$ cat src/rtl/pngu_pkg.sv
package pngu_pkg;

  // column counter width, wraps at 16384
  localparam int COL_W = 14;
  localparam int PIX_BYTES = 4;
  localparam int MAX_ROW_BYTES_DEF = 8192;
  localparam logic [COL_W-1:0] ROW_BYTES_RESET = COL_W'(640);

  // filter type codes
  localparam logic [7:0] FILT_NONE  = 8'd0;
  localparam logic [7:0] FILT_SUB   = 8'd1;
  localparam logic [7:0] FILT_UP    = 8'd2;
  localparam logic [7:0] FILT_AVG   = 8'd3;
  localparam logic [7:0] FILT_PAETH = 8'd4;

  // one accepted byte on its way to reconstruction
  typedef struct packed {
    logic       is_data;
    logic [7:0] filt;
    logic       first_row;
    logic       last;
    logic [7:0] raw;
  } item_t;

  // paeth predictor on left, above and upper-left bytes
  function automatic logic [7:0] paeth(input logic [7:0] a, input logic [7:0] b,
                                       input logic [7:0] c);
    logic signed [9:0] da;
    logic signed [9:0] db;
    logic signed [9:0] dc;
    logic [9:0] pa;
    logic [9:0] pb;
    logic [9:0] pc;
    da = $signed({2'b00, b}) - $signed({2'b00, c});
    db = $signed({2'b00, a}) - $signed({2'b00, c});
    dc = $signed({2'b00, a}) + $signed({2'b00, b}) - $signed({1'b0, c, 1'b0});
    pa = da[9] ? 10'(-da) : 10'(da);
    pb = db[9] ? 10'(-db) : 10'(db);
    pc = dc[9] ? 10'(-dc) : 10'(dc);
    if (pa <= pb && pa <= pc) begin
      return a;
    end else if (pb <= pc) begin
      return b;
    end else begin
      return c;
    end
  endfunction

endpackage

$ cat src/rtl/pngu_seq.sv
module pngu_seq #(
  parameter int MAX_ROW_BYTES = pngu_pkg::MAX_ROW_BYTES_DEF,
  localparam int AW = $clog2(MAX_ROW_BYTES)
) (
  input  logic                        clk_i,
  input  logic                        rst_ni,
  input  logic                        cfg_we_i,
  input  logic [pngu_pkg::COL_W-1:0]  cfg_data_i,
  input  logic                        acc_i,
  input  logic [7:0]                  raw_i,
  input  logic                        start_i,
  output pngu_pkg::item_t             item_o,
  output logic [AW-1:0]               addr_o
);

  localparam int LW = (AW + 1 > pngu_pkg::COL_W) ? AW + 1 : pngu_pkg::COL_W;
  localparam logic [LW-1:0] MAX_EXT = LW'(MAX_ROW_BYTES);

  logic [pngu_pkg::COL_W-1:0] row_bytes_q;
  logic [pngu_pkg::COL_W-1:0] column_q, column_d;
  logic                       awaiting_q, awaiting_d;
  logic                       first_row_q, first_row_d;
  logic [7:0]                 filt_q, filt_d;

  logic                       is_filter;
  logic [pngu_pkg::COL_W-1:0] col_inc;
  logic [LW-1:0]              col_ext;
  logic [LW-1:0]              len;
  logic                       last;

  // row length register
  always_ff @(posedge clk_i or negedge rst_ni) begin
    if (!rst_ni) begin
      row_bytes_q <= pngu_pkg::ROW_BYTES_RESET;
    end else if (cfg_we_i) begin
      row_bytes_q <= cfg_data_i;
    end
  end

  // row length in effect, clamped to one .. max
  always_comb begin
    if (row_bytes_q == '0) begin
      len = LW'(1);
    end else if (LW'(row_bytes_q) > MAX_EXT) begin
      len = MAX_EXT;
    end else begin
      len = LW'(row_bytes_q);
    end
  end

  // line store address and end of row
  assign col_ext   = LW'(column_q);
  assign addr_o    = (col_ext >= MAX_EXT) ? AW'(MAX_ROW_BYTES - 1) : AW'(column_q);
  assign col_inc   = column_q + 1'b1;
  assign last      = LW'(col_inc) >= len;
  assign is_filter = awaiting_q | start_i;

  // item handed to the reconstruction stage
  always_comb begin
    item_o.is_data   = !is_filter;
    item_o.filt      = is_filter ? raw_i : filt_q;
    item_o.first_row = first_row_q;
    item_o.last      = !is_filter && last;
    item_o.raw       = raw_i;
  end

  // row tracking next state
  always_comb begin
    column_d    = column_q;
    awaiting_d  = awaiting_q;
    first_row_d = first_row_q;
    filt_d      = filt_q;
    if (acc_i) begin
      if (is_filter) begin
        filt_d      = raw_i;
        awaiting_d  = 1'b0;
        column_d    = '0;
        first_row_d = start_i | first_row_q;
      end else if (last) begin
        column_d    = '0;
        awaiting_d  = 1'b1;
        first_row_d = 1'b0;
      end else begin
        column_d = col_inc;
      end
    end
  end

  always_ff @(posedge clk_i or negedge rst_ni) begin
    if (!rst_ni) begin
      column_q    <= '0;
      awaiting_q  <= 1'b1;
      first_row_q <= 1'b1;
      filt_q      <= '0;
    end else begin
      column_q    <= column_d;
      awaiting_q  <= awaiting_d;
      first_row_q <= first_row_d;
      filt_q      <= filt_d;
    end
  end

endmodule

$ cat config.mk
export PLATFORM = sky130hd
export DESIGN_NAME = pngu_seq
export DESIGN_NICKNAME = d
export VERILOG_FILES = /design/src/rtl/pngu_pkg.sv /design/src/rtl/pngu_seq.sv
export SDC_FILE = /design/constraint.sdc
export NUM_CORES = 1
export LEC_CHECK = 0
export BUFFER_PORTS_ARGS = -buffer_cell sky130_fd_sc_hd__buf_2
export CAP_MARGIN = 5
export CORE_MARGIN = 4
export CORE_UTILIZATION = 54
export CTS_CLUSTER_SIZE = 16
export DETAILED_ROUTE_END_ITERATION = 10
export GPL_ROUTABILITY_DRIVEN = 0
export GPL_TIMING_DRIVEN = 0
export PLACE_DENSITY = 0.8
export SETUP_SLACK_MARGIN = 0.1
export SYNTH_ARGS = -nofsm -noshare
export SYNTH_HDL_FRONTEND = slang
export SYNTH_SLANG_ARGS = --single-unit
$ cat constraint.sdc
create_clock -name clk_i -period 3.8 [get_ports clk_i]
set_input_delay 0.76 -clock clk_i [delete_from_list [all_inputs] [get_ports clk_i]]
set_output_delay 0.76 -clock clk_i [all_outputs]
set_load 0.02 [all_outputs]
==> flow_summary.yaml <==
outcome:
  run_status: "complete, no violations"
pwr:
  p_leak_nw: 1.58
  pwr-share-comb: 0.279
  p_sw_w: 0.000340
  seqPwrFrac: 0.452
  switching_share: 0.317
  intPower_w: 0.000733
  p_per_area_nw_per_um2: 341
  power_w: 0.00107
  ir_drop_mv: 0.270
  p_clk_frac: 0.270
synth:
  synth_edf_count: 0
  syn-cell-area_um2: 2450
  ys_ff_latch: 38
  synth_compound_area_frac: 0.0936
  synth_ff_type: "dfrtp_1"
  synth_nets: 286
  synth_fa_ha_area_frac: 0.0818
  synth_xor_area_frac: 0.0522
  yosys.area.top_type: "dfrtp_1"
  avgSynthCellArea_um2: 10.1
  yosys.area_share.simple: 0.177
  synthMuxAreaShare: 0.134
  ys_seq_area_frac: 0.391
  yosys.cell_types.count: 39
  synthTopCellsByArea: "dfrtp_1, mux2_2, ha_1"
  yosysWarningCount: 0
  synth_top_family_by_area: "simple AND/OR/NAND/NOR gates"
  synth_cells: 243
  synth_top_area_frac: 0.348
  async_reset_ff_frac: 1.00
sta:
  fin_crit_sh: 0.993
  drv_slew: 0
  hold_viol_final: 0
  relSlewSlack: 0.439
  finClkSkew_ns: 0.00895
  fmax_mhz: 265
  rsz0062_at_grt: "yes"
  fin_crit_ns: 3.77
  tightest_slew_ns: 0.841
  setup_violations: 0
setup_path:
  worst-setup-path-type: "reg2out"
  cp.required_ns: 3.04
  critPathMaxFanout: 6
  max_stage_delay_ns: 0.44
  worst_setup_path_end_kind: "output pin"
  worst_path_max_delay_cell: "dfrtp_2"
  reg2regPathDepth: 14
  cp_cell_sequence: "nand2_4 -> nor2_4 -> and3_4 -> buf_6 -> nand4_4 -> xnor2_4 -> ha_4 -> nand4_1 -> nor3_2 -> a211oi_2 -> a311oi_2 -> buf_4"
  reg2reg_from: "col_ext[0]$_DFFE_PN0P_"
  rr_endpoint: "col_ext[11]$_DFFE_PN0P_"
  startpoint_type: "register"
  crit_arrival_ns: 3.01
  r2r_slack_ns: 0.72
finish:
  area_delta_synth_final_pct: 28.5
  antennaDiodeCount: 0
  final_cells: 376
  num-nets-final: 366
  drive_gt1_frac: 0.531
  fin_util: 0.717
clock_tree:
  cts_tree: "built"
  cts_num_sinks: 38
  clockBufferDepth: 2
  clk_pin_slew_ns: 0.08
  numCtsBuffers: 5
  postCtsHoldBufs: 0
  insertion_delay_ns: 0.29
  cts_root_buffer: "clkbuf_8"
  htreeDepth: 2
die:
  dieArea_um2: 5670
  die_x_um: 75.3
  die_h_um: 75.3
  io_pins: 59
  initial_utilization: 0.558
  rows: 24
  core-area_um2: 4380
worst_hold_path:
  hold_start: "filt_q[3]$_DFFE_PN0P_"
  worstHoldPathType: "reg2reg"
  hold_path_depth: 1
  hold_end: "filt_q[3]$_DFFE_PN0P_"
detailed_routing:
  first_iter_violations: 63
  wl_per_cell_um: 15.9
  route.detailed.drc: 0
  viasPerCell: 5.52
  postRouteAntennaNets: 0
  routed_wl_mm: 5.97
  dr.pass1.iters: 4
  vias: 2074
global_routing:
  grt_max_degree: 39
  grt_pass1_wl_mm: 8.70
  grt_pass1_vias: 1944
  track_usage: 0.207
  antenna_found_initial: 0
  grt-ovfl-total: 0
job:
  maxCapViolCount: 0
placement:
  hpwl_mm: 4.15
  io_buffers: 56
  dp.cells: 351
[power by group through the flow]
stage | sequential, W | clock [W] | combinational (W)
2_1_floorplan | 0.000478 | 0 | 0.000190
3_3_place_gp | 0.000485 | 0 | 0.000257
3_5_place_dp | 0.000489 | 0 | 0.000268
4_1_cts | 0.000480 | 0.000295 | 0.000281
5_1_grt | 0.000489 | 0.000315 | 0.000332
6_report | 0.000484 | 0.000289 | 0.000299
[critical path, delay by kind of cell (launching register included)]
kind,cells,cell delay (ns)
xor+xnor,1,0.19
buf+inv,2,0.32
simple gates,6,1.04
flops,1,0.44
compound gates,2,0.43
fa+ha+maj,1,0.29
[cells in the mapped netlist, drive strengths merged, types with 4 or more instances]
master   n
clkbuf   7
buf     14
nand3   12
dfstp    4
nand2   23
a31o     4
a21oi    8
nor2    12
dfrtp   34
xnor2    9
nand4    7
ha      16
inv     11
or2     13
mux2    29
o21ai   16
nor3     4
[how the worst max path moves through the flow]
stage | start | endpoint | slack [ns] | cells after the start
CTS | col_ext[3]$_DFFE_PN0P_ | item_o[8] | 0.10 | 12
floorplan | col_ext[2]$_DFFE_PN0P_ | item_o[8] | 0.48 | 11
global placement | col_ext[0]$_DFFE_PN0P_ | item_o[8] | 0.15 | 11
global route | col_ext[0]$_DFFE_PN0P_ | item_o[8] | -0.12 | 12
finish | col_ext[0]$_DFFE_PN0P_ | item_o[8] | 0.03 | 12
detailed placement | col_ext[0]$_DFFE_PN0P_ | item_o[8] | 0.02 | 12
[cells in the final DEF (no fill, tap or decap), types with 7 or more instances in the layout]
master | synthesis | layout
nand2_1 | 23 | 20
buf_2 | 3 | 58
clkbuf_1 | 6 | 7
nor2_1 | 11 | 8
buf_4 | 9 | 27
inv_1 | 11 | 11
o21ai_0 | 14 | 14
or2_2 | 13 | 13
a21oi_1 | 8 | 8
mux2_2 | 29 | 29
nand3_1 | 10 | 9
ha_1 | 16 | 14
dfrtp_1 | 34 | 31
[final cells by class]
type / instances / area (um^2)
buffer: 21 / 133
inverter: 11 / 41.3
tap: 52 / 65.1
timing repair buffer: 73 / 410
fill: 349 / 1240
clock buffer: 7 / 86.3
sequential: 38 / 960
multi-input combinational: 173 / 1440
clock inverter: 1 / 5.00
[layer usage]
metal  vias up  global-route usage  routed length [um]  part of all wire
li1       1000                   -                   -                 -
met4         0              0.0660                  83             0.014
met2        59               0.362                3200              0.54
met1      1008               0.254                2380              0.40
met3         7              0.0449                 315             0.053
met5         -                   0                   0                 0
[kinds of logic (layout without fill, tap and decap cells)]
group,Yosys count,after routing
AO/OA/AOI/OAI,35,35
XOR/XNOR,12,12
adder cells (fa/ha/maj),16,16
buffers and inverters,32,113
flip-flops,38,38
multiplexers,29,29
AND/OR/NAND/NOR,81,81
[timing repair]
item / 4_1_cts / 5_1_grt
buffers inserted: 5 / 12
gates resized for setup: 13 / 15
pin swaps: 3 / 14
setup endpoints to repair: 1 / 1
[metrics by stage]
stage                     TNS, ns  hold WS [ns]  cell area [um^2]  setup WS (ns)
after floorplan                 0         0.464              2450          0.479
after global placement          0         0.484              2790          0.145
after detailed placement        0         0.496              2790         0.0242
after CTS                       0         0.514              2970          0.104
after global routing       -0.116         0.527              3140         -0.116
final                           0         0.509              3140         0.0279
[sequential cells by signal, summed over array words and instances (netlist names)]
register     cells
awaiting_q       1
col_ext         14
filt_q           8
first_row_q      1
row_bytes_q     14
Note: power is estimated with default switching activity, not from simulation.
