--- config.mk ---
export PLATFORM = sky130hd
export DESIGN_NAME = pngu_recon
export DESIGN_NICKNAME = d
export VERILOG_FILES = /design/src/rtl/pngu_pkg.sv /design/src/rtl/pngu_recon.sv
export SDC_FILE = /design/constraint.sdc
export NUM_CORES = 1
export LEC_CHECK = 0
export ABC_AREA = 1
export BUFFER_PORTS_ARGS = -buffer_cell sky130_fd_sc_hd__buf_2
export CELL_PAD_IN_SITES_DETAIL_PLACEMENT = 1
export CELL_PAD_IN_SITES_GLOBAL_PLACEMENT = 1
export CORE_ASPECT_RATIO = 0.7
export CORE_MARGIN = 8
export CORE_UTILIZATION = 30
export CTS_CLUSTER_SIZE = 14
export DETAILED_ROUTE_END_ITERATION = 16
export PLACE_DENSITY_LB_ADDON = 0.15
export SYNTH_ARGS = -nofsm -noshare
export SYNTH_HDL_FRONTEND = slang
export SYNTH_SLANG_ARGS = --single-unit
--- constraint.sdc ---
create_clock -name clk_i -period 5.64 [get_ports clk_i]
set_clock_uncertainty 0.15 [all_clocks]
set_input_delay 0.282 -clock clk_i [delete_from_list [all_inputs] [get_ports clk_i]]
set_output_delay 0.282 -clock clk_i [all_outputs]
set_load 0.1 [all_outputs]
--- src/rtl/pngu_pkg.sv ---
package pngu_pkg;

  // column counter width, wraps at 16384
  localparam int COL_W = 14;
  localparam int PIX_BYTES = 4;
  localparam int MAX_ROW_BYTES_DEF = 8192;
  localparam logic [COL_W-1:0] ROW_BYTES_RESET = COL_W'(640);

  // filter type codes
  localparam logic [7:0] FILT_NONE  = 8'd0;
  localparam logic [7:0] FILT_SUB   = 8'd1;
  localparam logic [7:0] FILT_UP    = 8'd2;
  localparam logic [7:0] FILT_AVG   = 8'd3;
  localparam logic [7:0] FILT_PAETH = 8'd4;

  // one accepted byte on its way to reconstruction
  typedef struct packed {
    logic       is_data;
    logic [7:0] filt;
    logic       first_row;
    logic       last;
    logic [7:0] raw;
  } item_t;

  // paeth predictor on left, above and upper-left bytes
  function automatic logic [7:0] paeth(input logic [7:0] a, input logic [7:0] b,
                                       input logic [7:0] c);
    logic signed [9:0] da;
    logic signed [9:0] db;
    logic signed [9:0] dc;
    logic [9:0] pa;
    logic [9:0] pb;
    logic [9:0] pc;
    da = $signed({2'b00, b}) - $signed({2'b00, c});
    db = $signed({2'b00, a}) - $signed({2'b00, c});
    dc = $signed({2'b00, a}) + $signed({2'b00, b}) - $signed({1'b0, c, 1'b0});
    pa = da[9] ? 10'(-da) : 10'(da);
    pb = db[9] ? 10'(-db) : 10'(db);
    pc = dc[9] ? 10'(-dc) : 10'(dc);
    if (pa <= pb && pa <= pc) begin
      return a;
    end else if (pb <= pc) begin
      return b;
    end else begin
      return c;
    end
  endfunction

endpackage

--- src/rtl/pngu_recon.sv ---
module pngu_recon #(
  parameter int MAX_ROW_BYTES = pngu_pkg::MAX_ROW_BYTES_DEF,
  localparam int AW = $clog2(MAX_ROW_BYTES)
) (
  input  logic            clk_i,
  input  logic            rst_ni,
  input  logic            in_valid_i,
  input  pngu_pkg::item_t item_i,
  input  logic [AW-1:0]   addr_i,
  output logic            acc_o,
  output logic            in_stall_o,
  input  logic [7:0]      ram_rdata_i,
  output logic            ram_we_o,
  output logic [AW-1:0]   ram_waddr_o,
  output logic [7:0]      ram_wdata_o,
  output logic            out_valid_o,
  input  logic            out_stall_i,
  output logic [7:0]      pixel_byte_o,
  output logic            row_last_o
);

  logic            s1_valid_q;
  pngu_pkg::item_t s1_item_q;
  logic [AW-1:0]   s1_addr_q;
  logic [31:0]     left_q;
  logic [31:0]     ul_q;
  logic            out_valid_q;
  logic [7:0]      pixel_q;
  logic            last_q;

  logic            out_free;
  logic            s1_adv;
  logic [7:0]      a, b, c;
  logic [8:0]      avg_sum;
  logic [7:0]      pred;
  logic [7:0]      pix;

  // handshake: s1 drains into the output register or retires a filter byte
  assign out_free   = !out_valid_q || !out_stall_i;
  assign s1_adv     = s1_valid_q && (!s1_item_q.is_data || out_free);
  assign in_stall_o = s1_valid_q && !s1_adv;
  assign acc_o      = in_valid_i && !in_stall_o;

  // stage 1 register, line store read is in flight alongside
  always_ff @(posedge clk_i or negedge rst_ni) begin
    if (!rst_ni) begin
      s1_valid_q <= 1'b0;
    end else if (acc_o) begin
      s1_valid_q <= 1'b1;
    end else if (s1_adv) begin
      s1_valid_q <= 1'b0;
    end
  end

  always_ff @(posedge clk_i) begin
    if (acc_o) begin
      s1_item_q <= item_i;
      s1_addr_q <= addr_i;
    end
  end

  // neighbors and prediction
  assign a       = left_q[31:24];
  assign c       = ul_q[31:24];
  assign b       = s1_item_q.first_row ? 8'd0 : ram_rdata_i;
  assign avg_sum = {1'b0, a} + {1'b0, b};

  always_comb begin
    unique case (s1_item_q.filt)
      pngu_pkg::FILT_SUB:   pred = a;
      pngu_pkg::FILT_UP:    pred = b;
      pngu_pkg::FILT_AVG:   pred = avg_sum[8:1];
      pngu_pkg::FILT_PAETH: pred = pngu_pkg::paeth(a, b, c);
      default:              pred = 8'd0;
    endcase
  end

  assign pix = s1_item_q.raw + pred;

  // write back the reconstructed byte for the next row
  assign ram_we_o    = s1_adv && s1_item_q.is_data;
  assign ram_waddr_o = s1_addr_q;
  assign ram_wdata_o = pix;

  // left and upper-left byte history, cleared at each filter byte
  always_ff @(posedge clk_i or negedge rst_ni) begin
    if (!rst_ni) begin
      left_q <= '0;
      ul_q   <= '0;
    end else if (s1_adv) begin
      if (s1_item_q.is_data) begin
        left_q <= {left_q[23:0], pix};
        ul_q   <= {ul_q[23:0], b};
      end else begin
        left_q <= '0;
        ul_q   <= '0;
      end
    end
  end

  // output register
  always_ff @(posedge clk_i or negedge rst_ni) begin
    if (!rst_ni) begin
      out_valid_q <= 1'b0;
    end else if (ram_we_o) begin
      out_valid_q <= 1'b1;
    end else if (!out_stall_i) begin
      out_valid_q <= 1'b0;
    end
  end

  always_ff @(posedge clk_i) begin
    if (ram_we_o) begin
      pixel_q <= pix;
      last_q  <= s1_item_q.last;
    end
  end

  assign out_valid_o  = out_valid_q;
  assign pixel_byte_o = pixel_q;
  assign row_last_o   = last_q;

  // a held stage keeps its item
  a_s1_hold: assert property (@(posedge clk_i) disable iff (!rst_ni)
    s1_valid_q && !s1_adv |=> s1_valid_q)
    else $error("stage 1 item lost while stalled");

  // a pending result is never overwritten
  a_out_no_overwrite: assert property (@(posedge clk_i) disable iff (!rst_ni)
    ram_we_o |-> !(out_valid_q && out_stall_i))
    else $error("output register overwritten while stalled");

  // a new result only comes from a data byte leaving stage 1
  a_out_source: assert property (@(posedge clk_i) disable iff (!rst_ni)
    $rose(out_valid_q) |-> $past(s1_adv && s1_item_q.is_data))
    else $error("result without a reconstructed byte");

  // nothing accepted into an occupied stage that does not drain
  a_acc_slot: assert property (@(posedge clk_i) disable iff (!rst_ni)
    acc_o |-> (!s1_valid_q || s1_adv))
    else $error("accept into a busy stage");

endmodule

==> metrics.md <==
| Metric | Value |
|---|---|
| Total CTS buffers | 9 |
| DRC | 0 |
| R2R Setup Slk | -0.96 ns |
| Final Wtd Congestion | 0.825 |
| # rows | 48 |
| Violated checks | negative setup slack |
| Hold depth | 3 |
| CTS tree | built |
| Cell area after synthesis | between 7000 and 8000 µm² |
| XOR/XNOR Fraction of Synth Area | 4.47% |
| Sw Share | slightly above 40% |
| Via/cell ratio | 4.62 |
| Total power of the final layout | roughly 0.0034 W |
| Cells after Synth | 850 |
| Slew Viols, Final | 0 |
| Yosys top cell by area | dfrtp_1 |
| Fraction of layout cells with a size suffix above 1 | between 30% and 40% |
| Reg-to-reg critical path endpoint | left_q[7] |
| WS Path Type | reg2out |
| Mux cell area share after synthesis | 0% |
| Clock sink total | ~110 |
| Worst Tran Pin Value | approximately 1.1 ns |
| Post-synthesis async set-or-reset flop share | roughly three fifths |
| Worst R2R Start | s1_item_q[9] |
| Die area | 29800 µm² |
| First-pass GRT wire length | around 40000 µm |
| WL/cell | around 17 µm |
| Pleak | around 5.5 nW |
| Post-place setup slack | -0.840 ns |
| Combinational family with the most area after synthesis | simple AND/OR/NAND/NOR gates |
| Tcrit/Tclk final | 119% |
| Vias | ~6900 |
| Die H | roughly 150 µm |
| Final WS setup | -1.06 ns |
| Critical Path Start Type | flip-flop |
| Seq pwr share | between 20% and 30% |
| Worst EP required | ~5.2 ns |
| Hold Path End | out_valid_o |
| Critical-path maximum fanout | 7 |
| Commonest non-fill, non-tap cell in the layout | buf_4 |
| Total wire length | around 26000 µm |
| Total grt overflow | 0 |
| Sequential element share of the synthesized area | 39.3% |
| NetSw | about 0.0014 W |
| Post-synthesis register bit count | between 100 and 150 |
| Max Freq | 0.149 GHz |
| Layout Nets | 1292 |
| Area Overhead vs Synth | 53.4% |
| Post-DRT Antenna Nets | 0 |
| Status | finished with violations |
| I/O pin cnt | between 70 and 80 |
| Synth cell types | 50 |
| Placeable Area | 24300 µm² |
| Placed cells | ~1400 |
| Final setup fails | 19 |
| Slowest cell on the critical path | fa_1 |
| Fin cells | between 1500 and 2000 |
| Unrepaired setup endpoints after global routing | yes |
| Final Hold Fails | 0 |
| Drt first pass iters | 4 |
| GRT Total Usage | between 10% and 20% |
| DP HPWL | roughly 20000 µm |
| Final design utilization | 46.3% |
| H-tree depth | 3 |
| CTS Buffer Depth | 2 |
| Slowest stage delay, CP | just under 0.5 ns |
| Initial antenna violation count | 1 |
| N_diodes | 0 |
| Root buffer cell | clkbuf_16 |
| Setup tns final | -8.40 ns |
| Clock Pin Slew Worst Setup and Hold Paths | ~0.080 ns |
| Hold wc startpoint | out_stall_i |
| Worst Path Arrival | around 6.3 ns |
| Most used flip-flop cell after synthesis | dfrtp_1 |
| Largest cells by area after synthesis | dfrtp_1, edfxtp_1, ha_1 |
| P_int | roughly 0.0020 W |
| Largest net degree at the start of global routing | 67 |
| Commonest cells after routing, fill and taps aside | buf_4, inv_1, nand2_1 |
| Clock latency on the worst-skew pair | roughly 0.36 ns |
| Syn_area_per_cell | between 8 and 9 µm² |
| Worst R2R Path Depth | 45 |
| Synth Area in Simple Gates | between 10% and 20% |
| Pwr dens | just over 300 nW/µm² |
| Worst VDD drop | around 0.16 mV |
| Die Wd | a little over 200 µm |
| DRT iter0 DRCs | between 300 and 400 |
| Synth warn | 0 |
| Post-synth EDFFs | slightly above 40 |
| Combinational power share | around 56% |
| Headroom to the max-slew limit | a little over a quarter |
| Clock power frac | between 15 and 20% |
| Starting Density | 30.1% |
| Clock period minus worst slack | approximately 6.7 ns |
| Port bufs | between 70 and 80 |
| Vias in the first global route | ~7300 |
| Share of the synthesized area in the top cell type | a little under a quarter |
| HP Class | in2reg |
| Max-Cap Viols | 0 |
| Compound-Gate Fraction of Synth Area | between 10% and 20% |
| CP Capture Type | output port |
| Synth Area in Adders | 13.7% |
power groups by stage:
stage,sequential [W],combinational (W),clock (W)
after floorplan,0.000965,0.000914,0
after CTS,0.000881,0.00183,0.000652
after detailed placement,0.000897,0.00167,0
after global routing,0.000887,0.00211,0.000675
after global placement,0.000895,0.00165,0
final,0.000882,0.00192,0.000635
Yosys cell counts, types with 3 or more instances:
library cell and n:
inv_1 166, nand2_1 133, ha_1 69, dfrtp_1 66, o22ai_1 54, edfxtp_1 41
nand3_1 40, nor2_1 40, a21oi_1 32, xor2_1 25, o21ai_0 22, nand2_2 18
nand4_1 15, clkbuf_1 12, inv_2 10, nand3_2 9, fa_1 7, o2111ai_1 6
o21bai_1 6, nand2_4 5, nand3b_1 5, nor3_1 5, o211ai_1 5, o21ai_1 5
xnor2_1 5, nor2_2 4, nor4_1 4, or2_2 4, xor2_2 4, a21oi_2 3
o31ai_1 3
metal layers:
layer	up-vias	global-route usage, %	wire length [µm]
li1	3447	-	-
met1	3344	26.3	12900
met2	126	24.8	10800
met3	18	3.96	2040
met4	2	2.53	166
met5	-	0	13
repair_timing:
action	in CTS	in global routing
pin swaps	58	39
endpoints found under the hold margin	91	0
buffers inserted	21	12
gates resized for setup	63	60
setup endpoints to repair	22	22
hold buffers	34	0
flip-flops by register name (all words and copies together) (netlist names):
signal and flops:
ul_q 32, out_valid_o 1, s1_item_q 19, s1_valid_q 1, left_q 32, ram_waddr_o 13
row_last_o 1, pixel_byte_o 8
stage by stage:
stage / instance area (µm²) / hold slack (ns)
CTS: 10900 / 0.00221
detailed placement: 9850 / 0.267
floorplan: 7570 / -0.164
global route: 11200 / 0.0478
finish: 11200 / 0.0197
global placement: 9850 / 0.253
cell type report:
cell class                 instances  area (µm²)
timing repair buffer             323        2560
sequential                       107        2880
tap                              325         407
inverter                         179         686
clock inverter                     5        41.3
clock buffer                      11         254
fill                            2850       13100
multi-input combinational        552        4420
critical path: cells and delay by family, from the launching register on:
| family | cells | cell delay [ns] |
|---|---|---|
| and+or+nand+nor | 15 | 1.53 |
| AOI/OAI and AO/OA | 11 | 1.38 |
| adders and majority gates | 4 | 1.27 |
| buffers and inverters | 7 | 0.77 |
| xor gates and xnor gates | 3 | 0.53 |
| DFF | 1 | 0.42 |
logic make-up after synthesis:
logic type / count (synthesis)
AO/OA/AOI/OAI: 148
XOR/XNOR: 34
adder cells (fa/ha/maj): 76
buffers and inverters: 193
flip-flops: 107
other: 2
AND/OR/NAND/NOR: 290
worst max-delay path by stage:
stage,start,end,slack [ns],depth (start not counted)
4_1_cts,s1_item_q[9],ram_wdata_o[7],-1.05,39
3_5_place_dp,s1_item_q[9],ram_wdata_o[7],-0.84,40
3_3_place_gp,s1_item_q[9],ram_wdata_o[7],-0.62,40
6_report,s1_item_q[9],ram_wdata_o[7],-1.06,40
2_1_floorplan,s1_item_q[9],pixel_byte_o[7],-0.64,40
5_1_grt,s1_item_q[9],ram_wdata_o[7],-1.41,43
No activity file was read; power rests on OpenSTA's default activity.
